[src/rtl/core/pmseq_pkg.sv]
// Package: shared types, mode codes and register constants for the precharge mode sequencer.
`default_nettype none

package pmseq_pkg;

    localparam logic [2:0] MODE_OFF       = 3'd0;
    localparam logic [2:0] MODE_PRECHARGE = 3'd1;
    localparam logic [2:0] MODE_RUN       = 3'd2;
    localparam logic [2:0] MODE_CHARGE    = 3'd3;
    localparam logic [2:0] MODE_FAILED    = 3'd4;

    localparam logic [1:0] CFG_SWITCH_VOLTAGE    = 2'd0;
    localparam logic [1:0] CFG_LIMIT_VOLTAGE     = 2'd1;
    localparam logic [1:0] CFG_PRECHARGE_WINDOW  = 2'd2;
    localparam logic [1:0] CFG_RELAY_DELAY_TICKS = 2'd3;

    localparam logic [9:0]  SWITCH_VOLTAGE_RESET    = 10'd300;
    localparam logic [9:0]  LIMIT_VOLTAGE_RESET     = 10'd1023;
    localparam logic [15:0] PRECHARGE_WINDOW_RESET  = 16'd5;
    localparam logic [7:0]  RELAY_DELAY_TICKS_RESET = 8'd25;
    localparam logic [7:0]  RELAY_DELAY_RESET       = 8'd25;

    typedef struct packed {
        logic [9:0]  switch_voltage;
        logic [9:0]  limit_voltage;
        logic [15:0] precharge_window;
        logic [7:0]  relay_delay_ticks;
    } cfg_t;

    typedef struct packed {
        logic        start_request;
        logic        vehicle_ready;
        logic        throttle_pressed;
        logic        charge_request;
        logic [9:0]  link_voltage;
        logic [31:0] time_now;
    } item_t;

    typedef struct packed {
        logic inverter_power;
        logic negative_contactor;
        logic coolant_pump;
        logic precharge_relay;
        logic main_contactor;
    } pins_t;

    typedef struct packed {
        logic [2:0]  mode;
        logic [7:0]  relay_delay;
        logic        start_latched;
        logic        began_by_start;
        logic        began_by_charge;
        logic [31:0] precharge_start_time;
        pins_t       pins;
    } state_t;

    typedef struct packed {
        logic [2:0] mode;
        logic [2:0] status_bits;
        pins_t      pins;
        logic       precharge_fault;
        logic       clear_errors;
    } result_t;

endpackage

`default_nettype wire

[src/rtl/core/precharge_mode_sequencer_top.sv]
// Top level of the precharge mode sequencer: input register, sequencer state, result register.
//
// Usage:
//   Each transfer on the input channel (in_valid/in_ready) is one control tick: start,
//   ready, throttle and charge flags, DC link voltage and the real-time counter value.
//   Each tick yields exactly one result transfer on the output channel (out_valid/
//   out_ready): mode after the tick, three status bits, the five held output pins and
//   the precharge_fault and clear_errors pulses.
//   A tick taken passes the input register, then the result register, before its
//   result shows. One tick per cycle while the receiver does not stall; the
//   sequencer state is updated in the cycle that moves a tick from the input
//   register to the result register.
//   When the receiver stalls, the result register holds, the input register fills, and
//   in_ready drops only while both are occupied.
//   Configuration: cfg_valid/cfg_ready with cfg_index and cfg_data; cfg_ready is always
//   high. Write only while no tick is in flight.
//   Reset (rst_n low, asynchronous): both channels empty, mode off, relay delay 25,
//   latches and pins cleared, registers back to 300 V, 1023 V, 5 and 25 ticks.
`default_nettype none

module precharge_mode_sequencer_top
    import pmseq_pkg::*;
(
    input  wire logic        clk,
    input  wire logic        rst_n,

    input  wire logic        cfg_valid,
    output logic             cfg_ready,
    input  wire logic [1:0]  cfg_index,
    input  wire logic [15:0] cfg_data,

    input  wire logic        in_valid,
    output logic             in_ready,
    input  wire logic        start_request,
    input  wire logic        vehicle_ready,
    input  wire logic        throttle_pressed,
    input  wire logic        charge_request,
    input  wire logic [9:0]  link_voltage,
    input  wire logic [31:0] time_now,

    output logic             out_valid,
    input  wire logic        out_ready,
    output logic [2:0]       mode,
    output logic [2:0]       status_bits,
    output logic             inverter_power,
    output logic             negative_contactor,
    output logic             coolant_pump,
    output logic             precharge_relay,
    output logic             main_contactor,
    output logic             precharge_fault,
    output logic             clear_errors
);

    cfg_t    cfg;
    item_t   in_item;
    item_t   item_reg;
    logic    item_valid_reg;
    logic    item_valid_next;
    state_t  state_reg;
    state_t  state_next;
    result_t step_result;
    result_t result_reg;
    logic    out_valid_reg;
    logic    out_valid_next;
    logic    advance;
    logic    in_xfer;

    assign cfg_ready = 1'b1;

    pmseq_cfg u_cfg (
        .clk      (clk),
        .rst_n    (rst_n),
        .wr_en    (cfg_valid),
        .wr_index (cfg_index),
        .wr_data  (cfg_data),
        .cfg      (cfg)
    );

    assign in_item.start_request    = start_request;
    assign in_item.vehicle_ready    = vehicle_ready;
    assign in_item.throttle_pressed = throttle_pressed;
    assign in_item.charge_request   = charge_request;
    assign in_item.link_voltage     = link_voltage;
    assign in_item.time_now         = time_now;

    assign advance  = item_valid_reg && (!out_valid_reg || out_ready);
    assign in_ready = !item_valid_reg || advance;
    assign in_xfer  = in_valid && in_ready;

    always_comb
    begin
        item_valid_next = item_valid_reg;
        if (in_xfer)
            item_valid_next = 1'b1;
        else if (advance)
            item_valid_next = 1'b0;

        out_valid_next = out_valid_reg;
        if (advance)
            out_valid_next = 1'b1;
        else if (out_ready)
            out_valid_next = 1'b0;
    end

    pmseq_step u_step (
        .cfg        (cfg),
        .item       (item_reg),
        .state      (state_reg),
        .state_next (state_next),
        .result     (step_result)
    );

    always_ff @(posedge clk or negedge rst_n)
    begin
        if (!rst_n)
        begin
            item_valid_reg                 <= 1'b0;
            out_valid_reg                  <= 1'b0;
            state_reg.mode                 <= MODE_OFF;
            state_reg.relay_delay          <= RELAY_DELAY_RESET;
            state_reg.start_latched        <= 1'b0;
            state_reg.began_by_start       <= 1'b0;
            state_reg.began_by_charge      <= 1'b0;
            state_reg.precharge_start_time <= 32'd0;
            state_reg.pins                 <= '0;
        end
        else
        begin
            item_valid_reg <= item_valid_next;
            out_valid_reg  <= out_valid_next;
            if (advance)
                state_reg <= state_next;
        end
    end

    always_ff @(posedge clk)
    begin
        if (in_xfer)
            item_reg <= in_item;
        if (advance)
            result_reg <= step_result;
    end

    assign out_valid          = out_valid_reg;
    assign mode               = result_reg.mode;
    assign status_bits        = result_reg.status_bits;
    assign inverter_power     = result_reg.pins.inverter_power;
    assign negative_contactor = result_reg.pins.negative_contactor;
    assign coolant_pump       = result_reg.pins.coolant_pump;
    assign precharge_relay    = result_reg.pins.precharge_relay;
    assign main_contactor     = result_reg.pins.main_contactor;
    assign precharge_fault    = result_reg.precharge_fault;
    assign clear_errors       = result_reg.clear_errors;

`ifndef SYNTHESIS
    a_fault_enters_failed: assert property (@(posedge clk) disable iff (!rst_n)
        out_valid && precharge_fault |-> mode == MODE_FAILED && !precharge_relay)
        else $error("precharge fault without failed mode or with relay closed");

    a_fault_excl_clear: assert property (@(posedge clk) disable iff (!rst_n)
        out_valid |-> !(precharge_fault && clear_errors))
        else $error("precharge fault and clear errors in the same tick");

    a_flow_no_bubble: assert property (@(posedge clk) disable iff (!rst_n)
        (!item_valid_reg || !out_valid_reg || out_ready) |-> in_ready)
        else $error("input stalled while the pipeline can move");

    a_state_holds_on_stall: assert property (@(posedge clk) disable iff (!rst_n)
        !advance |=> $stable(state_reg))
        else $error("sequencer state changed without a tick");
`endif

endmodule

`default_nettype wire

[src/rtl/core/pmseq_cfg.sv]
// Configuration register file: four sequencer thresholds written over the config channel.
`default_nettype none

module pmseq_cfg
    import pmseq_pkg::*;
(
    input  wire logic        clk,
    input  wire logic        rst_n,
    input  wire logic        wr_en,
    input  wire logic [1:0]  wr_index,
    input  wire logic [15:0] wr_data,
    output cfg_t             cfg
);

    cfg_t cfg_reg;
    cfg_t cfg_next;

    always_comb
    begin
        cfg_next = cfg_reg;
        if (wr_en)
        begin
            case (wr_index)
                CFG_SWITCH_VOLTAGE:    cfg_next.switch_voltage    = wr_data[9:0];
                CFG_LIMIT_VOLTAGE:     cfg_next.limit_voltage     = wr_data[9:0];
                CFG_PRECHARGE_WINDOW:  cfg_next.precharge_window  = wr_data;
                CFG_RELAY_DELAY_TICKS: cfg_next.relay_delay_ticks = wr_data[7:0];
                default:               cfg_next = cfg_reg;
            endcase
        end
    end

    always_ff @(posedge clk or negedge rst_n)
    begin
        if (!rst_n)
        begin
            cfg_reg.switch_voltage    <= SWITCH_VOLTAGE_RESET;
            cfg_reg.limit_voltage     <= LIMIT_VOLTAGE_RESET;
            cfg_reg.precharge_window  <= PRECHARGE_WINDOW_RESET;
            cfg_reg.relay_delay_ticks <= RELAY_DELAY_TICKS_RESET;
        end
        else
        begin
            cfg_reg <= cfg_next;
        end
    end

    assign cfg = cfg_reg;

endmodule

`default_nettype wire

[src/rtl/core/pmseq_step.sv]
// Next-state and result logic for one control tick of the mode sequencer.
`default_nettype none

module pmseq_step
    import pmseq_pkg::*;
(
    input  wire cfg_t   cfg,
    input  wire item_t  item,
    input  wire state_t state,
    output state_t      state_next,
    output result_t     result
);

    logic        below_switch;
    logic        at_limit;
    logic [2:0]  status;
    logic [7:0]  delay_dec;
    logic [31:0] deadline;
    logic        timed_out;
    logic        fault;
    logic        clr_err;
    state_t      nx;

    assign below_switch = item.link_voltage < cfg.switch_voltage;
    assign at_limit     = item.link_voltage >= cfg.limit_voltage;
    assign status       = {at_limit, below_switch, item.throttle_pressed};
    assign delay_dec    = (state.relay_delay != 8'd0) ? state.relay_delay - 8'd1 : 8'd0;
    assign deadline     = state.precharge_start_time + {16'd0, cfg.precharge_window};
    assign timed_out    = below_switch && (item.time_now > deadline);

    always_comb
    begin
        nx      = state;
        fault   = 1'b0;
        clr_err = 1'b0;
        case (state.mode)
            MODE_OFF:
            begin
                nx.began_by_start  = 1'b0;
                nx.began_by_charge = 1'b0;
                nx.pins            = '0;
                nx.start_latched   = 1'b0;
                if (!item.throttle_pressed && item.start_request && item.vehicle_ready)
                begin
                    nx.start_latched        = 1'b1;
                    nx.mode                 = MODE_PRECHARGE;
                    nx.precharge_start_time = item.time_now;
                    nx.began_by_start       = 1'b1;
                end
                if (item.charge_request)
                begin
                    nx.mode                 = MODE_PRECHARGE;
                    nx.precharge_start_time = item.time_now;
                    nx.began_by_charge      = 1'b1;
                end
                nx.relay_delay = cfg.relay_delay_ticks;
            end
            MODE_PRECHARGE:
            begin
                if (!item.charge_request)
                    nx.pins.inverter_power = 1'b1;
                nx.pins.negative_contactor = 1'b1;
                nx.pins.coolant_pump       = 1'b1;
                nx.relay_delay             = delay_dec;
                if (delay_dec == 8'd0)
                    nx.pins.precharge_relay = 1'b1;
                if (status == 3'd0)
                begin
                    if (state.start_latched)
                    begin
                        nx.mode          = MODE_RUN;
                        nx.start_latched = 1'b0;
                        nx.relay_delay   = cfg.relay_delay_ticks;
                    end
                    else if (item.charge_request)
                    begin
                        nx.mode        = MODE_CHARGE;
                        nx.relay_delay = cfg.relay_delay_ticks;
                    end
                end
                if (state.began_by_charge && !item.charge_request)
                    nx.mode = MODE_OFF;
                if (state.began_by_start && !item.vehicle_ready)
                    nx.mode = MODE_OFF;
                if (timed_out)
                begin
                    nx.pins.precharge_relay = 1'b0;
                    fault                   = 1'b1;
                    nx.mode                 = MODE_FAILED;
                end
            end
            MODE_FAILED:
            begin
                nx.start_latched        = 1'b0;
                nx.pins.precharge_relay = 1'b0;
                if (state.began_by_charge && !item.charge_request)
                    nx.mode = MODE_OFF;
                if (state.began_by_start && !item.vehicle_ready)
                    nx.mode = MODE_OFF;
            end
            MODE_CHARGE:
            begin
                nx.relay_delay = delay_dec;
                if (delay_dec == 8'd0)
                    nx.pins.main_contactor = 1'b1;
                clr_err = 1'b1;
                if (!item.charge_request)
                    nx.mode = MODE_OFF;
            end
            MODE_RUN:
            begin
                nx.relay_delay = delay_dec;
                if (delay_dec == 8'd0)
                    nx.pins.main_contactor = 1'b1;
                clr_err = 1'b1;
                if (!item.vehicle_ready)
                    nx.mode = MODE_OFF;
            end
            default:
            begin
                nx = state;
            end
        endcase
    end

    assign state_next             = nx;
    assign result.mode            = nx.mode;
    assign result.status_bits     = status;
    assign result.pins            = nx.pins;
    assign result.precharge_fault = fault;
    assign result.clear_errors    = clr_err;

endmodule

`default_nettype wire
[config.mk]
export PLATFORM = sky130hd
export DESIGN_NAME = precharge_mode_sequencer_top
export DESIGN_NICKNAME = d
export VERILOG_FILES = /design/src/rtl/core/pmseq_pkg.sv /design/src/rtl/core/precharge_mode_sequencer_top.sv /design/src/rtl/core/pmseq_cfg.sv /design/src/rtl/core/pmseq_step.sv
export SDC_FILE = /design/constraint.sdc
export NUM_CORES = 1
export LEC_CHECK = 0
export BUFFER_PORTS_ARGS = -buffer_cell sky130_fd_sc_hd__buf_2
export CAP_MARGIN = 40
export CORE_MARGIN = 2
export CORE_UTILIZATION = 40
export DETAILED_ROUTE_END_ITERATION = 6
export GPL_TIMING_DRIVEN = 0
export HOLD_SLACK_MARGIN = 0.06
export PLACE_DENSITY = 0.59
export SLEW_MARGIN = 0
export SYNTH_ARGS = -nofsm -noshare
export SYNTH_HDL_FRONTEND = slang
export SYNTH_SLANG_ARGS = --single-unit
[constraint.sdc]
create_clock -name clk -period 5.25 [get_ports clk]
set_input_delay 1.05 -clock clk [delete_from_list [all_inputs] [get_ports clk]]
set_output_delay 1.05 -clock clk [all_outputs]
set_load 0.02 [all_outputs]
Word-level counts from Yosys, hierarchy flattened
Index checks and enable logic that the tools add are counted.

word-level totals
  register bits = 156
  input port bits = 69
  output and inout bits = 16

cells by class
  $add $sub $neg = 2
  $lt $le $gt $ge = 3
  equality and inequality tests = 8
  muxes and demuxes = 32
  reduce and logical (&&, ||, !) cells = 34

operator list
  kind                                               number
  2-to-1 mux 33 bit                                  1
  adder 32 x 16 -> 32 bit                            1
  greater-than comparator 32 bit                     1
  2-to-1 mux 32 bit                                  1
  2-to-1 mux 3 bit                                   9
  case mux 8 bit (3 select lines)                    1
  2-to-1 mux 11 bit                                  2
  case mux 3 bit (5 select lines)                    1
  2-to-1 mux 12 bit                                  1
  AND reduction 2 bit                                6
  greater-or-equal comparator 10 bit                 1
  less-than comparator 10 bit                        1
  2-to-1 mux 1 bit                                   10
  logical NOT 8 bit                                  1
  2-to-1 mux 8 bit                                   1
  nonzero test 8 bit                                 1
  subtractor 8 x 1 -> 8 bit (second input constant)  1
  logical AND 1 bit                                  7
  == test 3 x 2 -> 1 bit (second input constant)     2
  logical NOT 3 bit                                  2
  case mux 3 bit (2 select lines)                    1
  AND reduction 3 bit                                2
  nonzero test 2 bit                                 3
  nonzero test 3 bit                                 2
  12 further kinds                                   20

Depth between registers and ports, before layout
  depth in word-level cells = 9
  mapped depth = 18

Modules after synthesis
From an unflattened synthesis, not the netlist that was laid out.

second synthesis, totals
  cells, all modules = 738
  area total of the unflattened synthesis = 9120.0 µm²

by module, submodules not included
  module                        instances  cells an instance  area an instance (µm²)  seq. area each (µm²)
  precharge_mode_sequencer_top  1          177                3982.6                  3101.7
  pmseq_step                    1          466                3403.3                  0.0
  pmseq_cfg                     1          95                 1734.2                  1124.8

Worst setup path before layout
OpenSTA, ideal clock, no wires.

  path kind = register to register
  start point = reg u_cfg.cfg_reg (netlist bit u_cfg.cfg[8])
  end point = reg result_reg (netlist bit mode[2]) (data pin)
  library setup time = 0.271 ns
  arrival = 3.681 ns
  data required time = 4.979 ns
  setup slack = 1.298 ns
  cell stages (with the launch flop) = 18
  buffers on the path = 0
  period minus slack after synthesis = 3.952 ns
  cells stage by stage = dfstp_2 -> ha_1 -> inv_1 -> fa_1 -> nand2b_1 -> a21oi_1 -> a21oi_1 -> a21oi_1 -> o21ai_2 -> nor3_1 -> xnor2_1 -> ha_1 -> a21oi_1 -> nand2_1 -> a221o_1 -> a211o_1 -> o211ai_4 -> o311ai_1

RTL lines
  what                    line                                 source
  from (decl)             pmseq_cfg.sv:15                      cfg_t cfg_reg;
  from (signal assigned)  pmseq_cfg.sv:44                      cfg_reg <= cfg_next;
  to (signal assigned)    precharge_mode_sequencer_top.sv:141  result_reg <= step_result;
  to (decl)               precharge_mode_sequencer_top.sv:62   result_t result_reg;

==> PnR_summary.wiki <==
{| class="wikitable"
! Metric !! Value
|-
| Outcome || completed
|-
| Hold-fix buffers, CTS || 0
|-
| CTS sink cnt || 156
|-
| Most common cell after layout, fill and taps aside || sky130_fd_sc_hd__buf_2
|-
| Fraction of final layout cells sized beyond drive strength 1 || 0.2664
|-
| Power density normalized to cell area || 526.5 nW/um2
|-
| Fraction of power spent switching nets || 0.3577
|-
| Setup TNS || 0 ns
|-
| Global placer's final weighted congestion || 0.8650
|-
| Max Fanout on Critical Path || 8
|-
| Cell count after synthesis || 733
|-
| Placement-stage worst setup slack || between 0.7 and 0.8 ns
|-
| Initial Util || 0.4109
|-
| Post-synth EDFFs || 59
|-
| Slew Viols, Final || 0
|-
| Number of antenna violations at the first check in global routing || 0
|-
| Data required time of the critical path || 5.50 ns
|-
| Routed via count || about 5,700
|-
| Count of nets left with antenna violations after detail routing || 0
|-
| DP Wirelength || approximately 13 mm
|-
| Combined area of all synthesized cells || between 8000 and 9000 um2
|-
| WS Path Type || reg2reg
|-
| Final critical-path setup slack || 0.6885 ns
|-
| Max clock buf depth || 2
|-
| Prevailing post-synth register cell || sky130_fd_sc_hd__dfrtp_1
|-
| Rel. slew slack || 0.4938
|-
| Final min period || between 4 and 5 ns
|-
| Leading cell types in the layout, fill and taps excluded || sky130_fd_sc_hd__buf_2 (87), sky130_fd_sc_hd__dfrtp_1 (75), sky130_fd_sc_hd__ha_1 (69)
|-
| Number of violations reported at the end of detailed-routing iteration 0 || 252
|-
| Placed cell count || 1,090
|-
| Post-Synthesis Mean Instance Area || approximately 11 um2
|-
| Launch point of the critical path || u_cfg.cfg[8]
|-
| Number of detailed-routing iterations run before antenna repair || 4
|-
| Total internal power || 3.315 mW
|-
| Met1 Track Usage GR || 0.2283
|-
| Setup-failing EPs final || 0
|-
| Die area || about 22,000 um2
|-
| Peak ir drop on the vdd network || 0.2645 mV
|-
| Standby leakage power || around 4.2 nW
|-
| TritonCTS buffer count || 17
|-
| Async S/R FF share, synth || 0.6218
|-
| Input/output buffers || 83
|-
| Final Power || 5.161 mW
|-
| Largest net degree at the start of global routing || 60
|-
| Number of placement rows || 52
|-
| Hold wc startpoint || state_reg[2]
|-
| Number of gates given a new drive strength after cts || 0
|-
| Number of inserted diodes || 0
|-
| DIE WIDTH || 148.6 um
|-
| Total nets after synthesis || 872
|-
| Post-synthesis register bit count || 156
|-
| Sequential fraction of the synthesis area || 0.5051
|-
| Post-route insts no fill || 1,122
|-
| Clk root buf || sky130_fd_sc_hd__clkbuf_16
|-
| Clock tree from TritonCTS || yes
|-
| Via density per instance || 5.080
|-
| Routing layer with the top usage in global route || met2
|-
| Distinct cell type count after synthesis || 67
|-
| Setup repair bufs after CTS || 0
|-
| Nets || 978
|-
| H-Tree Level Count || 4
|-
| Remaining global-route overflow || 0
|-
| Final Cycle Share || 0.8689
|-
| Routed len/inst || about 15 um
|-
| Total routing usage reported by global routing || 0.1652
|-
| Arrival time at the worst endpoint || 4.81 ns
|-
| Worst setup SP type || flip-flop
|-
| Number of flip-flops under the largest register name || 51
|-
| Net switching power || between 1.5 and 2 mW
|-
| Vert. Die Dim || roughly 150 um
|-
| Worst slew pin tran || approximately 0.76 ns
|-
| Beginning of the worst register-to-register path || u_cfg.cfg[8]
|-
| Number of remaining DRC errors || 0
|-
| Final count of hold timing violations || 0
|-
| Synthesis-to-layout area growth || 17.14%
|-
| Global-route met2 utilization || 0.2595
|-
| Register clock-pin slew on the reported worst setup and hold paths || about 0.06 ns
|-
| Yosys synthesis warning count || 0
|-
| Via count of the first global-routing pass || 5,644
|-
| Path type of the worst min-delay path || reg2reg
|-
| Sequential group share of total power || 0.353
|-
| First-pass GRT wire length || 28.68 mm
|-
| Proportion of power drawn by combinational gates || 0.396
|-
| Final worst clock skew || 0.006205 ns
|-
| RSZ-0062 raised after global routing || false
|-
| Routing usage on met3 || 0.03497
|-
| Highest clock frequency the design can meet || ~220 MHz
|-
| Total length of routed wires || 17.19 mm
|-
| CP endpoint kind || flip-flop
|-
| Boundary pin count || 85
|-
| Standard cell core area || 20,360 um2
|-
| # Max-Cap Violations || 0
|-
| Clock network power share || 0.250
|-
| Clock latency on the worst-skew pair || 0.43 ns
|}
path summary, 6_finish.rpt:
check,to,slack [ns],depth (start not counted)
setup / recovery,mode[0],0.69,18
hold reg to reg,state_reg[2],0.47,2
max in group asynchronous,u_cfg.cfg[10],3.93,2
hold / removal,state_reg[2],0.47,2
min in group asynchronous,u_cfg.cfg[34],0.59,1
setup reg to reg,mode[0],0.69,18
per-layer routing:
layer,share of wire,wire [um],vias up
li1,-,-,2891
met1,0.49,8426,2697
met2,0.46,7979,88
met3,0.029,492,24
met4,0.017,289,0
met5,0,0,-
logic make-up (layout without fill, tap and decap cells):
| family | count (synthesis) | in the layout | share of synthesized area |
|---|---|---|---|
| multiplexers | 76 | 76 | 0.1011 |
| XOR/XNOR | 32 | 32 | 0.03349 |
| AO/OA/AOI/OAI | 150 | 150 | 0.1150 |
| buffers and inverters | 59 | 178 | 0.02826 |
| other | 1 | 1 | 0.0004481 |
| AND/OR/NAND/NOR | 189 | 189 | 0.1111 |
| flip-flops | 156 | 156 | 0.5051 |
| adder cells (fa/ha/maj) | 70 | 70 | 0.1056 |
synth_stat cells, drive strengths merged (6+ instances only):
library cell | number | area share
a21o | 11 | 0.0099
dfstp | 22 | 0.069
inv | 41 | 0.018
o21ai | 45 | 0.027
a31oi | 13 | 0.0097
nand4 | 10 | 0.0075
dfrtp | 75 | 0.22
mux2i | 8 | 0.0096
nand3 | 17 | 0.011
nor2 | 47 | 0.021
nor3 | 16 | 0.0096
a21oi | 44 | 0.027
xnor2 | 21 | 0.022
mux2 | 68 | 0.092
a211oi | 6 | 0.0060
and3 | 7 | 0.0052
nand2 | 56 | 0.025
clkbuf | 12 | 0.0054
xor2 | 11 | 0.012
nand2b | 9 | 0.0076
edfxtp | 59 | 0.21
ha | 69 | 0.10
power by group through the flow:
stage               registers, mW  logic, mW  clock network, mW
floorplan                    1.82       1.57                  0
global placement             1.84       2.01                  0
detailed placement           1.84       2.03                  0
CTS                          1.82       2.05               1.32
global route                 1.86       2.33               1.38
finish                       1.82       2.05               1.29
worst max-delay path, stage by stage (launching register included):
cell                       delay [ns]
sky130_fd_sc_hd__dfstp_2         0.53
sky130_fd_sc_hd__ha_1            0.20
sky130_fd_sc_hd__inv_1           0.07
sky130_fd_sc_hd__fa_1            0.38
sky130_fd_sc_hd__nand2b_1        0.18
sky130_fd_sc_hd__a21oi_1         0.22
sky130_fd_sc_hd__a21oi_1         0.13
sky130_fd_sc_hd__a21oi_1         0.31
sky130_fd_sc_hd__o21ai_2         0.22
sky130_fd_sc_hd__nor3_1          0.26
sky130_fd_sc_hd__xnor2_1         0.15
sky130_fd_sc_hd__ha_1            0.27
sky130_fd_sc_hd__a21oi_1         0.16
sky130_fd_sc_hd__nand2_1         0.08
sky130_fd_sc_hd__a221o_1         0.34
sky130_fd_sc_hd__a211o_1         0.31
sky130_fd_sc_hd__o211ai_4        0.31
sky130_fd_sc_hd__nand2_1         0.12
sky130_fd_sc_hd__o21ai_0         0.12
through the flow:
stage	hold slack [ns]	utilization	instance area [um2]
floorplan	0.4436	-	8368
global placement	0.4570	0.4479	9121
detailed placement	0.4644	0.4509	9183
CTS	0.4780	0.4813	9802
global route	0.5007	0.4813	9802
finish	0.4745	0.4813	9802
area by class of cell:
class                           count  area, um2
Buffer                             17      78.83
Clock buffer                       17      425.4
Clock inverter                     15      193.9
Fill cell                        1858      10560
Inverter                           42      157.7
Multi-Input combinational cell    518       3906
Sequential cell                   156       4227
Tap cell                          270      337.8
Timing Repair Buffer               87      475.5
Note: power is estimated with default switching activity, not from simulation.
